`config.mk`:
```
export PLATFORM = sky130hd
export DESIGN_NAME = digit_tuning_keypad_controller_core_flat
export DESIGN_NICKNAME = d
export VERILOG_FILES = /design/src/hw/rtl/dtkc_pkg.sv /design/src/hw/rtl/dtkc_in_if.sv /design/src/hw/rtl/dtkc_out_if.sv /design/src/hw/rtl/digit_tuning_keypad_controller_core.sv /design/src/flat_wrapper.sv
export SDC_FILE = /design/constraint.sdc
export NUM_CORES = 1
export LEC_CHECK = 0
export BUFFER_PORTS_ARGS = -buffer_cell sky130_fd_sc_hd__buf_2
export CORE_MARGIN = 5
export CORE_UTILIZATION = 55
export DETAILED_ROUTE_END_ITERATION = 7
export PLACE_DENSITY = 0.77
export SETUP_SLACK_MARGIN = 0.5
export SKIP_CTS_REPAIR_TIMING = 1
export SLEW_MARGIN = 20
export SYNTH_ARGS = -nofsm -noshare
export SYNTH_HDL_FRONTEND = slang
export SYNTH_SLANG_ARGS = --single-unit
```
`constraint.sdc`:
```
create_clock -name clk -period 6.6 [get_ports clk]
set_input_delay 0.66 -clock clk [delete_from_list [all_inputs] [get_ports clk]]
set_output_delay 0.66 -clock clk [all_outputs]
set_load 0.01 [all_outputs]
```
`src/hw/rtl/dtkc_pkg.sv`:
```
package dtkc_pkg;

    localparam int DIGITS    = 8;
    localparam int FREQ_W    = 30;
    localparam int IFF_W     = 17;
    localparam int CURSOR_W  = 4;
    localparam int BTN_W     = 5;
    localparam int HOLD_W    = 5;
    localparam int RPT_W     = 4;
    localparam int CFG_IDX_W = 1;
    localparam int CFG_DATA_W = FREQ_W;

    // button bit positions in the stored pattern
    localparam int BTN_UP    = 0;
    localparam int BTN_DOWN  = 1;
    localparam int BTN_LEFT  = 2;
    localparam int BTN_RIGHT = 3;
    localparam int BTN_ENTER = 4;

    localparam logic [CFG_IDX_W-1:0] CFG_MAX_FREQ = 1'd0;
    localparam logic [CFG_IDX_W-1:0] CFG_IF_FREQ  = 1'd1;

    localparam logic [FREQ_W-1:0]   RST_TUNED_FREQ = FREQ_W'(127100000);
    localparam logic [FREQ_W-1:0]   RST_MAX_FREQ   = FREQ_W'(225000000);
    localparam logic [IFF_W-1:0]    RST_IF_FREQ    = IFF_W'(455);
    localparam logic [CURSOR_W-1:0] CURSOR_MAX     = CURSOR_W'(DIGITS);

    localparam logic [HOLD_W-1:0] HOLD_MAX    = HOLD_W'(31);
    localparam logic [HOLD_W-1:0] HOLD_THRESH = HOLD_W'(30);
    localparam logic [RPT_W-1:0]  RPT_MAX     = RPT_W'(15);
    localparam logic [RPT_W-1:0]  DELAY_SLOW  = RPT_W'(10);
    localparam logic [RPT_W-1:0]  DELAY_FAST  = RPT_W'(5);
    localparam logic [RPT_W-1:0]  FAST_AFTER  = RPT_W'(10);

    typedef logic [FREQ_W-1:0] freq_t;

    // 10^(DIGITS - cursor)
    function automatic freq_t step_size(input logic [CURSOR_W-1:0] cur);
        logic [CURSOR_W-1:0] e;
        freq_t p;
        if (cur > CURSOR_MAX)
            e = '0;
        else
            e = CURSOR_MAX - cur;
        case (e)
            4'd0:    p = FREQ_W'(1);
            4'd1:    p = FREQ_W'(10);
            4'd2:    p = FREQ_W'(100);
            4'd3:    p = FREQ_W'(1000);
            4'd4:    p = FREQ_W'(10000);
            4'd5:    p = FREQ_W'(100000);
            4'd6:    p = FREQ_W'(1000000);
            4'd7:    p = FREQ_W'(10000000);
            4'd8:    p = FREQ_W'(100000000);
            4'd9:    p = FREQ_W'(1000000000);
            default: p = FREQ_W'(1);
        endcase
        return p;
    endfunction

endpackage

```
`src/hw/rtl/dtkc_in_if.sv`:
```
interface dtkc_in_if;
    logic valid;
    logic ready;
    logic btn_up;
    logic btn_down;
    logic btn_left;
    logic btn_right;
    logic btn_enter;

    modport source (output valid, output btn_up, output btn_down, output btn_left,
                    output btn_right, output btn_enter, input ready);
    modport sink   (input valid, input btn_up, input btn_down, input btn_left,
                    input btn_right, input btn_enter, output ready);
endinterface

```
`src/hw/rtl/dtkc_out_if.sv`:
```
interface dtkc_out_if;
    logic        valid;
    logic        ready;
    logic [29:0] frequency;
    logic [3:0]  digit_position;
    logic        transmit;
    logic [16:0] if_offset;
    logic        updated;

    modport source (output valid, output frequency, output digit_position,
                    output transmit, output if_offset, output updated, input ready);
    modport sink   (input valid, input frequency, input digit_position,
                    input transmit, input if_offset, input updated, output ready);
endinterface

```
`src/hw/rtl/digit_tuning_keypad_controller_core.sv`:
```
// Digit-tuning keypad controller.
//
// in_ch carries one polling tick per request: the five button levels.
// out_ch returns one result per tick: tuned frequency, digit cursor,
// transmit flag, active IF offset and an "updated" flag set when the
// tick ran a button action (edge action or auto-repeat).
// cfg_we/cfg_index/cfg_wdata write max_freq (index 0) and if_freq
// (index 1); write only while no tick is in flight.
//
// Each request is captured in one input register, then the tuning logic
// (step table, one add/subtract and compare) feeds the result register.
// One tick per cycle is sustained while the receiver takes results.
// When the receiver stalls, the result register holds and the input
// register takes one more tick; in_ch.ready drops only when both are full.
// Reset (rst_n low, async) restores 127100000 Hz, cursor 0, receive mode
// with offset inactive, cleared repeat counters and the register defaults.
module digit_tuning_keypad_controller_core
    import dtkc_pkg::*;
(
    input  logic                  clk,
    input  logic                  rst_n,
    input  logic                  cfg_we,
    input  logic [CFG_IDX_W-1:0]  cfg_index,
    input  logic [CFG_DATA_W-1:0] cfg_wdata,
    dtkc_in_if.sink               in_ch,
    dtkc_out_if.source            out_ch
);

    logic                s1_valid_reg, s1_valid_next;
    logic [BTN_W-1:0]    s1_btn_reg;
    logic                out_valid_reg, out_valid_next;

    freq_t               max_freq_reg;
    logic [IFF_W-1:0]    if_freq_reg;

    freq_t               tuned_freq_reg, tuned_freq_next;
    logic [CURSOR_W-1:0] cursor_reg, cursor_next;
    logic                tx_mode_reg, tx_mode_next;
    logic                offset_active_reg, offset_active_next;
    logic [BTN_W-1:0]    last_buttons_reg, last_buttons_next;
    logic [HOLD_W-1:0]   hold_ticks_reg, hold_ticks_next;
    logic [RPT_W-1:0]    repeat_ticks_reg, repeat_ticks_next;
    logic [RPT_W-1:0]    repeats_done_reg, repeats_done_next;

    freq_t               frequency_reg;
    logic [CURSOR_W-1:0] digit_position_reg;
    logic                transmit_reg;
    logic [IFF_W-1:0]    if_offset_reg;
    logic                updated_reg;
    logic                acted;

    logic in_accept, adv;
    logic up, down, left, right, enter;
    logic change, fire;
    logic do_up, do_down;
    logic [HOLD_W-1:0] hold_base, hold_inc;
    logic [RPT_W-1:0]  rd_base, rt_inc, delay;
    freq_t             step;
    logic [FREQ_W:0]   sum;
    freq_t             up_val, down_val;

    assign adv          = s1_valid_reg && (!out_valid_reg || out_ch.ready);
    assign in_ch.ready  = !s1_valid_reg || adv;
    assign in_accept    = in_ch.valid && in_ch.ready;

    assign up    = s1_btn_reg[BTN_UP];
    assign down  = s1_btn_reg[BTN_DOWN];
    assign left  = s1_btn_reg[BTN_LEFT];
    assign right = s1_btn_reg[BTN_RIGHT];
    assign enter = s1_btn_reg[BTN_ENTER];

    assign step     = step_size(cursor_reg);
    assign sum      = {1'b0, tuned_freq_reg} + {1'b0, step};
    assign up_val   = (sum <= {1'b0, max_freq_reg}) ? sum[FREQ_W-1:0] : max_freq_reg;
    assign down_val = (tuned_freq_reg >= step) ? (tuned_freq_reg - step) : '0;

    always_comb
    begin
        change    = (s1_btn_reg != last_buttons_reg);
        hold_base = change ? '0 : hold_ticks_reg;
        rd_base   = change ? '0 : repeats_done_reg;
        hold_inc  = (hold_base < HOLD_MAX) ? hold_base + HOLD_W'(1) : hold_base;
        rt_inc    = (repeat_ticks_reg < RPT_MAX) ? repeat_ticks_reg + RPT_W'(1)
                                                  : repeat_ticks_reg;
        delay     = (rd_base < FAST_AFTER) ? DELAY_SLOW : DELAY_FAST;

        last_buttons_next = s1_btn_reg;
        hold_ticks_next   = hold_base;
        repeat_ticks_next = repeat_ticks_reg;
        repeats_done_next = rd_base;
        fire              = 1'b0;

        if (s1_btn_reg != '0)
        begin
            hold_ticks_next = hold_inc;
            if (hold_inc > HOLD_THRESH)
            begin
                repeat_ticks_next = rt_inc;
                if (rt_inc >= delay)
                begin
                    fire              = 1'b1;
                    repeat_ticks_next = '0;
                    repeats_done_next = (rd_base < RPT_MAX) ? rd_base + RPT_W'(1) : rd_base;
                end
            end
        end

        // a change clears hold_ticks, so an edge action and a repeat never coincide
        do_up   = (change || fire) && up;
        do_down = (change || fire) && !up && down;

        tuned_freq_next    = tuned_freq_reg;
        cursor_next        = cursor_reg;
        tx_mode_next       = tx_mode_reg;
        offset_active_next = offset_active_reg;

        if (do_up)
            tuned_freq_next = up_val;
        else if (do_down)
            tuned_freq_next = down_val;
        else if (change && right)
        begin
            if (cursor_reg < CURSOR_MAX)
                cursor_next = cursor_reg + CURSOR_W'(1);
        end
        else if (change && left)
        begin
            if (cursor_reg != '0)
                cursor_next = cursor_reg - CURSOR_W'(1);
        end
        else if (change && enter)
        begin
            tx_mode_next       = !tx_mode_reg;
            offset_active_next = tx_mode_reg;
        end

        acted = do_up || do_down || (change && (right || left || enter));
    end

    always_comb
    begin
        s1_valid_next = s1_valid_reg;
        if (in_accept)
            s1_valid_next = 1'b1;
        else if (adv)
            s1_valid_next = 1'b0;

        out_valid_next = out_valid_reg;
        if (adv)
            out_valid_next = 1'b1;
        else if (out_ch.ready)
            out_valid_next = 1'b0;
    end

    always_ff @(posedge clk or negedge rst_n)
    begin
        if (!rst_n)
        begin
            s1_valid_reg      <= 1'b0;
            out_valid_reg     <= 1'b0;
            max_freq_reg      <= RST_MAX_FREQ;
            if_freq_reg       <= RST_IF_FREQ;
            tuned_freq_reg    <= RST_TUNED_FREQ;
            cursor_reg        <= '0;
            tx_mode_reg       <= 1'b0;
            offset_active_reg <= 1'b0;
            last_buttons_reg  <= '0;
            hold_ticks_reg    <= '0;
            repeat_ticks_reg  <= '0;
            repeats_done_reg  <= '0;
        end
        else
        begin
            s1_valid_reg  <= s1_valid_next;
            out_valid_reg <= out_valid_next;
            if (cfg_we)
            begin
                case (cfg_index)
                    CFG_MAX_FREQ: max_freq_reg <= cfg_wdata[FREQ_W-1:0];
                    CFG_IF_FREQ:  if_freq_reg  <= cfg_wdata[IFF_W-1:0];
                    default: ;
                endcase
            end
            if (adv)
            begin
                tuned_freq_reg    <= tuned_freq_next;
                cursor_reg        <= cursor_next;
                tx_mode_reg       <= tx_mode_next;
                offset_active_reg <= offset_active_next;
                last_buttons_reg  <= last_buttons_next;
                hold_ticks_reg    <= hold_ticks_next;
                repeat_ticks_reg  <= repeat_ticks_next;
                repeats_done_reg  <= repeats_done_next;
            end
        end
    end

    always_ff @(posedge clk)
    begin
        if (in_accept)
            s1_btn_reg <= {in_ch.btn_enter, in_ch.btn_right, in_ch.btn_left,
                           in_ch.btn_down, in_ch.btn_up};
        if (adv)
        begin
            frequency_reg      <= tuned_freq_next;
            digit_position_reg <= cursor_next;
            transmit_reg       <= tx_mode_next;
            if_offset_reg      <= offset_active_next ? if_freq_reg : '0;
            updated_reg        <= acted;
        end
    end

    assign out_ch.valid          = out_valid_reg;
    assign out_ch.frequency      = frequency_reg;
    assign out_ch.digit_position = digit_position_reg;
    assign out_ch.transmit       = transmit_reg;
    assign out_ch.if_offset      = if_offset_reg;
    assign out_ch.updated        = updated_reg;

endmodule

```
`src/flat_wrapper.sv`:
```
// flat-port wrapper written by rule: the top's interface ports become plain ports
module digit_tuning_keypad_controller_core_flat import dtkc_pkg::*;
  (clk, rst_n, cfg_we, cfg_index, cfg_wdata, in_ch_valid, in_ch_btn_up, in_ch_btn_down, in_ch_btn_left, in_ch_btn_right, in_ch_btn_enter, in_ch_ready, out_ch_valid, out_ch_frequency, out_ch_digit_position, out_ch_transmit, out_ch_if_offset, out_ch_updated, out_ch_ready);
  dtkc_in_if in_ch_i ();
  dtkc_out_if out_ch_i ();
  input  logic clk;
  input  logic rst_n;
  input  logic cfg_we;
  input  logic [CFG_IDX_W-1:0] cfg_index;
  input  logic [CFG_DATA_W-1:0] cfg_wdata;
  input wire logic [$bits(in_ch_i.valid)-1:0] in_ch_valid;
  input wire logic [$bits(in_ch_i.btn_up)-1:0] in_ch_btn_up;
  input wire logic [$bits(in_ch_i.btn_down)-1:0] in_ch_btn_down;
  input wire logic [$bits(in_ch_i.btn_left)-1:0] in_ch_btn_left;
  input wire logic [$bits(in_ch_i.btn_right)-1:0] in_ch_btn_right;
  input wire logic [$bits(in_ch_i.btn_enter)-1:0] in_ch_btn_enter;
  output wire logic [$bits(in_ch_i.ready)-1:0] in_ch_ready;
  output wire logic [$bits(out_ch_i.valid)-1:0] out_ch_valid;
  output wire logic [$bits(out_ch_i.frequency)-1:0] out_ch_frequency;
  output wire logic [$bits(out_ch_i.digit_position)-1:0] out_ch_digit_position;
  output wire logic [$bits(out_ch_i.transmit)-1:0] out_ch_transmit;
  output wire logic [$bits(out_ch_i.if_offset)-1:0] out_ch_if_offset;
  output wire logic [$bits(out_ch_i.updated)-1:0] out_ch_updated;
  input wire logic [$bits(out_ch_i.ready)-1:0] out_ch_ready;
  assign in_ch_i.valid = in_ch_valid;
  assign in_ch_i.btn_up = in_ch_btn_up;
  assign in_ch_i.btn_down = in_ch_btn_down;
  assign in_ch_i.btn_left = in_ch_btn_left;
  assign in_ch_i.btn_right = in_ch_btn_right;
  assign in_ch_i.btn_enter = in_ch_btn_enter;
  assign in_ch_ready = in_ch_i.ready;
  assign out_ch_valid = out_ch_i.valid;
  assign out_ch_frequency = out_ch_i.frequency;
  assign out_ch_digit_position = out_ch_i.digit_position;
  assign out_ch_transmit = out_ch_i.transmit;
  assign out_ch_if_offset = out_ch_i.if_offset;
  assign out_ch_updated = out_ch_i.updated;
  assign out_ch_i.ready = out_ch_ready;
  digit_tuning_keypad_controller_core u_core (.clk(clk), .rst_n(rst_n), .cfg_we(cfg_we), .cfg_index(cfg_index), .cfg_wdata(cfg_wdata), .in_ch(in_ch_i), .out_ch(out_ch_i));
endmodule
```
==> results of run 1 <==
synth_stat cells, types with 11 or more instances:
master,n
nand2b_1,16
a211oi_1,12
nor2b_1,34
mux2i_1,19
a21oi_1,86
xnor2_1,52
a21o_1,28
o211ai_1,18
buf_2,11
dfrtp_1,73
ha_1,105
nand3_1,25
a22o_1,15
o31ai_1,14
nor2_1,91
inv_1,90
clkbuf_1,40
edfxtp_1,58
o21ai_0,77
a31oi_1,17
mux2_2,28
nor3_1,20
nand4_1,17
nand2_1,148
dfstp_2,30
worst max-delay path by stage:
stage                         start                           to  depth (start not counted)
5_1_grt        u_core.cursor_reg[0]  u_core.out_ch.frequency[27]                         27
2_1_floorplan  u_core.cursor_reg[0]  u_core.out_ch.frequency[19]                         29
4_1_cts        u_core.cursor_reg[0]   u_core.out_ch.frequency[5]                         28
6_report       u_core.cursor_reg[0]  u_core.out_ch.frequency[27]                         26
3_5_place_dp   u_core.cursor_reg[0]   u_core.out_ch.frequency[5]                         28
3_3_place_gp   u_core.cursor_reg[0]  u_core.out_ch.frequency[17]                         28
final cells by class:
cell class                 count  share of cell area, %
clock buffer                  19                   3.08
clock inverter                13                  0.776
inverter                      94                   2.55
multi-input combinational    979                   52.1
sequential                   161                   31.0
tap                          275                   2.45
timing repair buffer         172                   8.01
stage by stage:
stage | cells | total power [W] | TNS [ns] | area, sq um
2_1_floorplan | 1293 | 0.00519 | 0 | 11800
5_1_grt | 1713 | 0.00893 | 0 | 14000
6_report | 1713 | 0.00841 | 0 | 14000
3_3_place_gp | 1647 | 0.00654 | 0 | 12700
4_1_cts | 1679 | 0.00759 | -1.04 | 13200
3_5_place_dp | 1647 | 0.00660 | -0.767 | 12700
layer usage:
layer	vias up	track usage [%]	part of all wire, %
li1	4909	-	-
met1	5067	37.9	43
met2	499	42.4	46
met3	88	5.96	8.1
met4	0	10.4	3.6
met5	-	0	0
worst reg2reg max path: cells and delay by family (launching register included):
family          cells  cell delay (ns)
flops               1             0.39
buf+inv             5             0.59
simple gates        7             1.68
mux                 1             0.31
fa+ha+maj           4             1.03
compound gates      9             1.85
power by group through the flow:
stage | Combinational (W) | Sequential (W) | Clock [W]
CTS | 0.00505 | 0.00159 | 0.000953
finish | 0.00586 | 0.00161 | 0.000941
detailed placement | 0.00500 | 0.00160 | 0
floorplan | 0.00359 | 0.00160 | 0
global placement | 0.00494 | 0.00160 | 0
global route | 0.00631 | 0.00163 | 0.000993
kinds of logic after synthesis:
logic type	after synthesis	synth area share, %
XOR/XNOR	62	4.62
AND/OR/NAND/NOR	402	16.3
multiplexers	48	4.43
flip-flops	161	37.1
AO/OA/AOI/OAI	360	20.7
adder cells (fa/ha/maj)	107	11.5
buffers and inverters	153	5.35
layout by cell type, fill, tap and decap left out, types with 27 or more instances in the layout:
cell and instances:
nand2_1 141, buf_2 94, nor2_1 86, ha_1 86
inv_1 80, a21oi_1 76, o21ai_0 73, dfrtp_1 72
buf_4 69, edfxtp_1 58, xnor2_1 49, nor2b_1 32
dfstp_2 30, a21o_1 28, mux2_2 27
==> metrics.csv, run 1 <==
stage,metric,value,unit
logic_synthesis,yosys warns,0,
sta,final setup fails,0,
routing,1st-iter DRT viols,973,
setup_path,worst r2r src,u_core.cursor_reg[0],
logic_synthesis,Cells after Synth,1293,
logic_synthesis,Synth top area share,15.5,%
sta,Worst-Margin Slew,0.882,ns
placed_design,Setup WS pre-CTS,-0.109,ns
logic_synthesis,cell taking the most area after synthesis,dfrtp_1,
pwr,Comb power frac,69.7,%
setup_path,CP required,6.78,ns
logic_synthesis,"EDFF count, synth",58,
worst_hold_path,Worst Hold Class,input port to asynchronous set/reset pin,
pwr,Power per Cell Area,599,nW/um^2
global_routing,GRT Util Overall,27.4,%
floorplan,FP Rows,53,
cells_and_area,share of cells above drive strength 1,26.3,%
setup_path,CP arrival,6.28,ns
routing,WL per Instance,20.3,um
logic_synthesis,Seq cells post-synth,161,
clocking,H-tree levels,4,
cells_and_area,Fillers,1660,
routing,First-pass DRT Iterations,5,
sta,RSZ-0062 raised after global routing,yes,
setup_path,R2R cell count,26,
setup_path,Setup crit start kind,register,
routing,vias,10600,
sta,"Slew Viols, Final",0,
setup_path,CP peak stage delay,0.40,ns
pwr,clock share of power,11.2,%
clocking,Sink Count,161,
floorplan,Die Span X,156,um
clocking,clock tree buffer depth,2,
floorplan,Initial Util,55.9,%
clocking,root buf cell,clkbuf_16,
clocking,clock slew at reported path FFs,0.06,ns
logic_synthesis,"Cell Area, Synth",11800,sq um
sta,Slew headroom,41.0,%
setup_path,reg-to-reg critical path endpoint,u_core.out_ch.frequency[27],
setup_path,Worst path slowest cell,or3_4,
clocking,Clock Latency Late Sink,0.45,ns
floorplan,Die Y,156,um
logic_synthesis,ys flop type,dfrtp_1,
global_routing,vias in the first global route,9819,
logic_synthesis,Mean Syn Cell Area,9.09,sq um
logic_synthesis,Yosys cell types,84,
clocking,CTS tree,built,
pwr,Internal,0.00441,W
setup_path,CP Max Fanout,5,
cells_and_area,Nets,1573,
floorplan,top-level I/O count,96,
floorplan,Die Area,24400,sq um
routing,Via density,6.17,
routing,DRT antenna net count,0,
setup_path,buffers and inverters on the worst path,5,
sta,clk_skew,0.0226,ns
pwr,Reg power frac,19.1,%
pwr,peak supply drop,322,uV
logic_synthesis,share of the yosys chip area belonging to registers,37.1,%
routing,DRC,0,
logic_synthesis,Synth area leaders,"dfrtp_1 (16%), edfxtp_1 (15%), ha_1 (11%), dfstp_2 (6.7%), nand2_1 (4.7%)",
sta,fin crit period,6.10,ns
logic_synthesis,syn_nets,1441,
setup_path,Setup CP Type,register to register,
clocking,Num CTS Buffers,17,
placed_design,IO buf count,95,
floorplan,Core Region,21000,sq um
setup_path,crit path capture type,register,
global_routing,first-pass GRT wire length,52800,um
cells_and_area,ANT cells,0,
placed_design,gpl congestion,0.981,
sta,hold slack,0.267,ns
routing,total wire length,34800,um
sta,period utilisation layout,92.4,%
placed_design,DP HPWL,24900,um
pwr,P_leak,6.29,nW
cells_and_area,area of the multi-input gates,7310,sq um
setup_path,worst reg2reg setup slack,0.50,ns
global_routing,GRT overflow,0,
sta,"Hold Vio Cnt, Final",0,
cells_and_area,Util after Layout,66.8,%
global_routing,largest net degree at the start of global routing,60,
pwr,sw frac,47.6,%
logic_synthesis,post-synthesis async set-or-reset flop share,64.0,%
pwr,switching power,0.00400,W
global_routing,initial antenna violation count,1,
sta,Fmax,164,MHz
cells_and_area,Seq. cell area,4360,sq um
cells_and_area,area added between synthesis and finish,19.4,%
flow_run,max-cap violations,0,
outcome,status,"finished, final reports clean",
sta,final worst slack,0.502,ns
setup_path,Top delay family on crit path,compound AO/OA/AOI/OAI gates,
(Power assumes the default switching activity.)
==> run 2: changes to the inputs <==
--- a/config.mk
+++ b/config.mk
@@ -10,4 +10,5 @@
 export CORE_UTILIZATION = 55
 export DETAILED_ROUTE_END_ITERATION = 7
+export GPL_TIMING_DRIVEN = 0
 export PLACE_DENSITY = 0.77
 export SETUP_SLACK_MARGIN = 0.5
==> constraint.sdc (replaced) <==
create_clock -name clk -period 6.6 [get_ports clk]
set_input_delay 0.66 -clock clk [delete_from_list [all_inputs] [get_ports clk]]
set_output_delay 0.66 -clock clk [all_outputs]
set_load 0.1 [all_outputs]
==> metrics.csv, run 2 (synthesized netlist as in run 1, its figures left out) <==
stage,metric,value,unit
outcome,status,"complete, but fails checks",
outcome,failing checks,negative setup slack,
sta,"Slew Viols, Final",0,
floorplan,Initial Util,55.9,%
setup_path,CP required,6.80,ns
global_routing,GRT Util Overall,28.8,%
clocking,root buf cell,clkbuf_16,
routing,DRC,0,
cells_and_area,Nets,1601,
global_routing,vias in the first global route,10000,
cells_and_area,Seq. cell area,4360,sq um
placed_design,DP HPWL,26500,um
placed_design,Post-Place Cell Area,12600,sq um
cells_and_area,share of cells above drive strength 1,26.5,%
global_routing,GRT overflow,0,
cells_and_area,"most common cell after layout, fill and taps aside",nand2_1,
routing,First-pass DRT Iterations,7,
setup_path,CP peak stage delay,0.60,ns
routing,total wire length,37700,um
routing,1st-iter DRT viols,1177,
floorplan,Core Region,21000,sq um
sta,"Hold Vio Cnt, Final",0,
routing,vias,10800,
sta,Slew headroom,27.2,%
sta,Fmax,149,MHz
placed_design,gpl congestion,0.968,
setup_path,Worst path slowest cell,nor3_1,
routing,DRT antenna net count,0,
clocking,H-tree levels,4,
placed_design,IO buf count,95,
sta,period utilisation layout,102,%
sta,Worst-Margin Slew,1.09,ns
setup_path,CP arrival,6.93,ns
global_routing,initial antenna violation count,0,
clocking,Clock Latency Late Sink,0.44,ns
setup_path,Worst path most repeated cell,buf_4,
cells_and_area,most frequent cells in the layout,"nand2_1 (138), buf_2 (101), ha_1 (97), nor2_1 (85), inv_1 (80)",
setup_path,buffers and inverters on the worst path,9,
sta,fin crit period,6.73,ns
sta,final setup fails,22,
clocking,CTS tree,built,
global_routing,largest net degree at the start of global routing,54,
sta,clk_skew,0.0186,ns
setup_path,Setup crit start kind,register,
floorplan,Die Area,24400,sq um
setup_path,crit path capture type,register,
routing,WL per Instance,21.7,um
setup_path,Setup CP Type,register to register,
cells_and_area,ANT cells,0,
flow_run,max-cap violations,0,
global_routing,first-pass GRT wire length,54900,um
cells_and_area,Fillers,1665,
routing,Via density,6.23,
cells_and_area,area added between synthesis and finish,22.6,%
clocking,Num CTS Buffers,17,
setup_path,Top delay family on crit path,simple AND/OR/NAND/NOR gates,
floorplan,FP Rows,53,
cells_and_area,area of the multi-input gates,7490,sq um
floorplan,Die Span X,156,um
floorplan,Die Y,156,um
setup_path,CP Max Fanout,8,
clocking,Sink Count,161,
floorplan,top-level I/O count,96,
clocking,clock tree buffer depth,2,
cells_and_area,post-route cell area,14400,sq um
clocking,clock slew at reported path FFs,0.07,ns
sta,RSZ-0062 raised after global routing,yes,
worst_hold_path,Worst Hold Class,input port to asynchronous set/reset pin,
sta,final worst slack,-0.132,ns
## run 2: changes by cell type in the layout (fill, tap and decap cells not counted), sizes merged
| cell | previous run | this run |
|---|---|---|
| clkinv | 9 | 6 |
| clkbuf | 20 | 62 |
| inv | 95 | 98 |
| buf | 171 | 157 |
## run 2: path summary, 6_finish.rpt
| path | depth (start not counted) | slack [ns] | end | startpoint |
|---|---|---|---|---|
| min reg2reg | 2 | 0.48 | u_core.offset_active_reg | u_core.offset_active_reg |
| max | 30 | -0.13 | u_core.out_ch.frequency[26] | u_core.cursor_reg[0] |
| min in group clk | 1 | 0.40 | u_core.last_buttons_next[0] | in_ch_btn_up |
| min | 1 | 0.16 | u_core.max_freq_reg[0] | rst_n |
| max reg2reg | 30 | -0.13 | u_core.out_ch.frequency[26] | u_core.cursor_reg[0] |
| max in group asynchronous | 2 | 5.71 | u_core.max_freq_reg[26] | rst_n |
## run 2: through the flow
step           TNS (ns)  utilization (%)  cells  setup WS (ns)  hold slack [ns]
3_3_place_gp     -82.30             59.9   1663          -1.60            0.463
3_5_place_dp     -89.71             60.1   1665          -1.71            0.471
5_1_grt           -5.02             68.5   1741         -0.226            0.201
2_1_floorplan         0                -   1293          0.516            0.364
6_report          -1.09             68.5   1741         -0.132            0.164
4_1_cts          -89.95             62.8   1697          -1.73            0.177
## run 2: area by class of cell
type / count / area share [%]
buffer: 59 / 2.44
clock buffer: 19 / 3.07
clock inverter: 13 / 0.868
inverter: 94 / 2.56
multi-input combinational: 979 / 52.0
sequential: 161 / 30.2
tap: 275 / 2.39
timing repair buffer: 141 / 6.45
## run 2: worst register-to-register path, delay by kind of cell (launching register included)
kind	cells	cell delay, ns
XOR/XNOR	1	0.10
AO/OA/AOI/OAI	8	1.93
buffers and inverters	9	1.35
adder cells (fa/ha/maj)	2	0.54
flip-flops	1	0.40
AND/OR/NAND/NOR	10	2.19
## run 2: routing by layer
metal	up-vias	GRT usage [%]	share of wire [%]
met2	552	45.3	46
li1	4966	-	-
met3	120	4.97	8.3
met1	5202	39.9	42
met4	0	11.4	3.9
met5	-	0	0
Power of run 2 is not shown: default switching activity piles up to over one toggle a cycle in this logic, so the estimate is an artifact.
==> run 3: changes to the inputs <==
- MAX_ROUTING_LAYER: default -> met4
==> metrics.csv, run 3 (synthesized netlist as in run 1, its figures left out) <==
stage,metric,value,unit
cells_and_area,Seq. cell area,4360,sq um
floorplan,Die Span X,156,um
floorplan,Core Region,21000,sq um
sta,Worst-Margin Slew,1.10,ns
placed_design,DP HPWL,26500,um
floorplan,top-level I/O count,96,
setup_path,R2R cell count,33,
sta,"Slew Viols, Final",0,
clocking,CTS tree,built,
worst_hold_path,Worst Hold Class,input port to asynchronous set/reset pin,
clocking,Clock Latency Late Sink,0.45,ns
cells_and_area,Nets,1604,
cells_and_area,area of the multi-input gates,7540,sq um
routing,total wire length,37600,um
sta,Slew headroom,26.4,%
setup_path,CP required,6.80,ns
global_routing,vias in the first global route,10000,
outcome,status,"finished, final reports clean",
sta,RSZ-0062 raised after global routing,yes,
placed_design,gpl congestion,0.981,
sta,Fmax,153,MHz
routing,WL per Instance,21.6,um
placed_design,IO buf count,95,
cells_and_area,most frequent cells in the layout,"nand2_1 (139), buf_2 (102), ha_1 (94), nor2_1 (85), inv_1 (79)",
cells_and_area,"most common cell after layout, fill and taps aside",nand2_1,
setup_path,CP arrival,6.74,ns
sta,setup_tns,0,ns
floorplan,Die Y,156,um
setup_path,Worst path slowest cell,or3_4,
placed_design,Setup WS pre-CTS,-1.76,ns
global_routing,largest net degree at the start of global routing,53,
setup_path,buffers and inverters on the worst path,8,
flow_run,max-cap violations,0,
sta,period utilisation layout,99.1,%
floorplan,Initial Util,55.9,%
sta,clk_skew,0.0163,ns
setup_path,reg-to-reg critical path endpoint,u_core.out_ch.frequency[4],
setup_path,CP Max Fanout,6,
routing,DRC,0,
cells_and_area,area added between synthesis and finish,23.4,%
clocking,H-tree levels,4,
setup_path,Setup crit start kind,register,
cells_and_area,ANT cells,0,
setup_path,CP peak stage delay,0.40,ns
setup_path,worst reg2reg setup slack,0.06,ns
clocking,Num CTS Buffers,17,
clocking,clock tree buffer depth,2,
clocking,clock slew at reported path FFs,0.08,ns
cells_and_area,post-route cell area,14500,sq um
sta,fin crit period,6.54,ns
clocking,root buf cell,clkbuf_16,
routing,DRT antenna net count,0,
global_routing,GRT Util Overall,29.8,%
cells_and_area,share of cells above drive strength 1,27.2,%
routing,vias,10800,
sta,"Hold Vio Cnt, Final",0,
floorplan,Die Area,24400,sq um
global_routing,first-pass GRT wire length,55100,um
setup_path,crit path capture type,register,
placed_design,Post-Place Cell Area,12600,sq um
routing,First-pass DRT Iterations,6,
global_routing,GRT overflow,0,
setup_path,Critical path origin,u_core.cursor_reg[0],
floorplan,FP Rows,53,
setup_path,worst r2r src,u_core.cursor_reg[0],
cells_and_area,Fillers,1588,
setup_path,Top delay family on crit path,compound AO/OA/AOI/OAI gates,
sta,final setup fails,0,
sta,final worst slack,0.0586,ns
setup_path,Setup CP Type,register to register,
global_routing,initial antenna violation count,0,
clocking,Sink Count,161,
routing,Via density,6.18,
cells_and_area,Post-Layout Cell Count,1744,
routing,1st-iter DRT viols,1080,
placed_design,placed cells,1665,
==> run 3: cell types whose count changed in the layout (fill, tap and decap cells not counted), sizes merged <==
cell / previous run / this run
clkbuf: 62 / 60
clkinv: 6 / 5
buf: 157 / 161
inv: 98 / 100
==> run 3: metal layers <==
metal / track usage [%] / up-vias / share of wire (%)
met5: - / - / 0
met4: 8.68 / 0 / 3.1
met3: 4.69 / 92 / 7.1
met2: 46.1 / 512 / 47
met1: 40.8 / 5216 / 43
li1: - / 4963 / -
==> run 3: worst max path at each step <==
stage,end,slack (ns),depth (start not counted)
after floorplan,u_core.out_ch.frequency[19],0.52,29
after global placement,u_core.out_ch.frequency[29],-1.63,29
after detailed placement,u_core.out_ch.frequency[29],-1.76,29
after CTS,u_core.out_ch.frequency[29],-1.83,29
after global routing,u_core.out_ch.frequency[5],-0.04,28
final,u_core.out_ch.frequency[4],0.06,33
==> run 3: area by class of cell <==
class / count / area share (%)
buffer: 59 / 2.41
clock buffer: 18 / 3.03
clock inverter: 14 / 1.16
inverter: 94 / 2.54
multi-input combinational: 979 / 52.0
sequential: 161 / 30.0
tap: 275 / 2.37
timing repair buffer: 144 / 6.47
==> run 3: metrics by stage <==
stage / hold slack (ns) / utilization, %
after floorplan: 0.364 / -
after global placement: 0.462 / 59.9
after detailed placement: 0.475 / 60.1
after CTS: 0.174 / 63.0
after global routing: 0.190 / 69.0
final: 0.157 / 69.0
==> run 3: worst register-to-register path: cells and delay by family (launching register included) <==
| kind | cells | cell delay [ns] |
|---|---|---|
| fa+ha+maj | 4 | 0.89 |
| flops | 1 | 0.39 |
| simple gates | 9 | 1.37 |
| mux | 1 | 0.27 |
| buf+inv | 8 | 1.09 |
| xor+xnor | 1 | 0.18 |
| compound gates | 10 | 2.11 |
Power of run 3 is left out for the same reason.
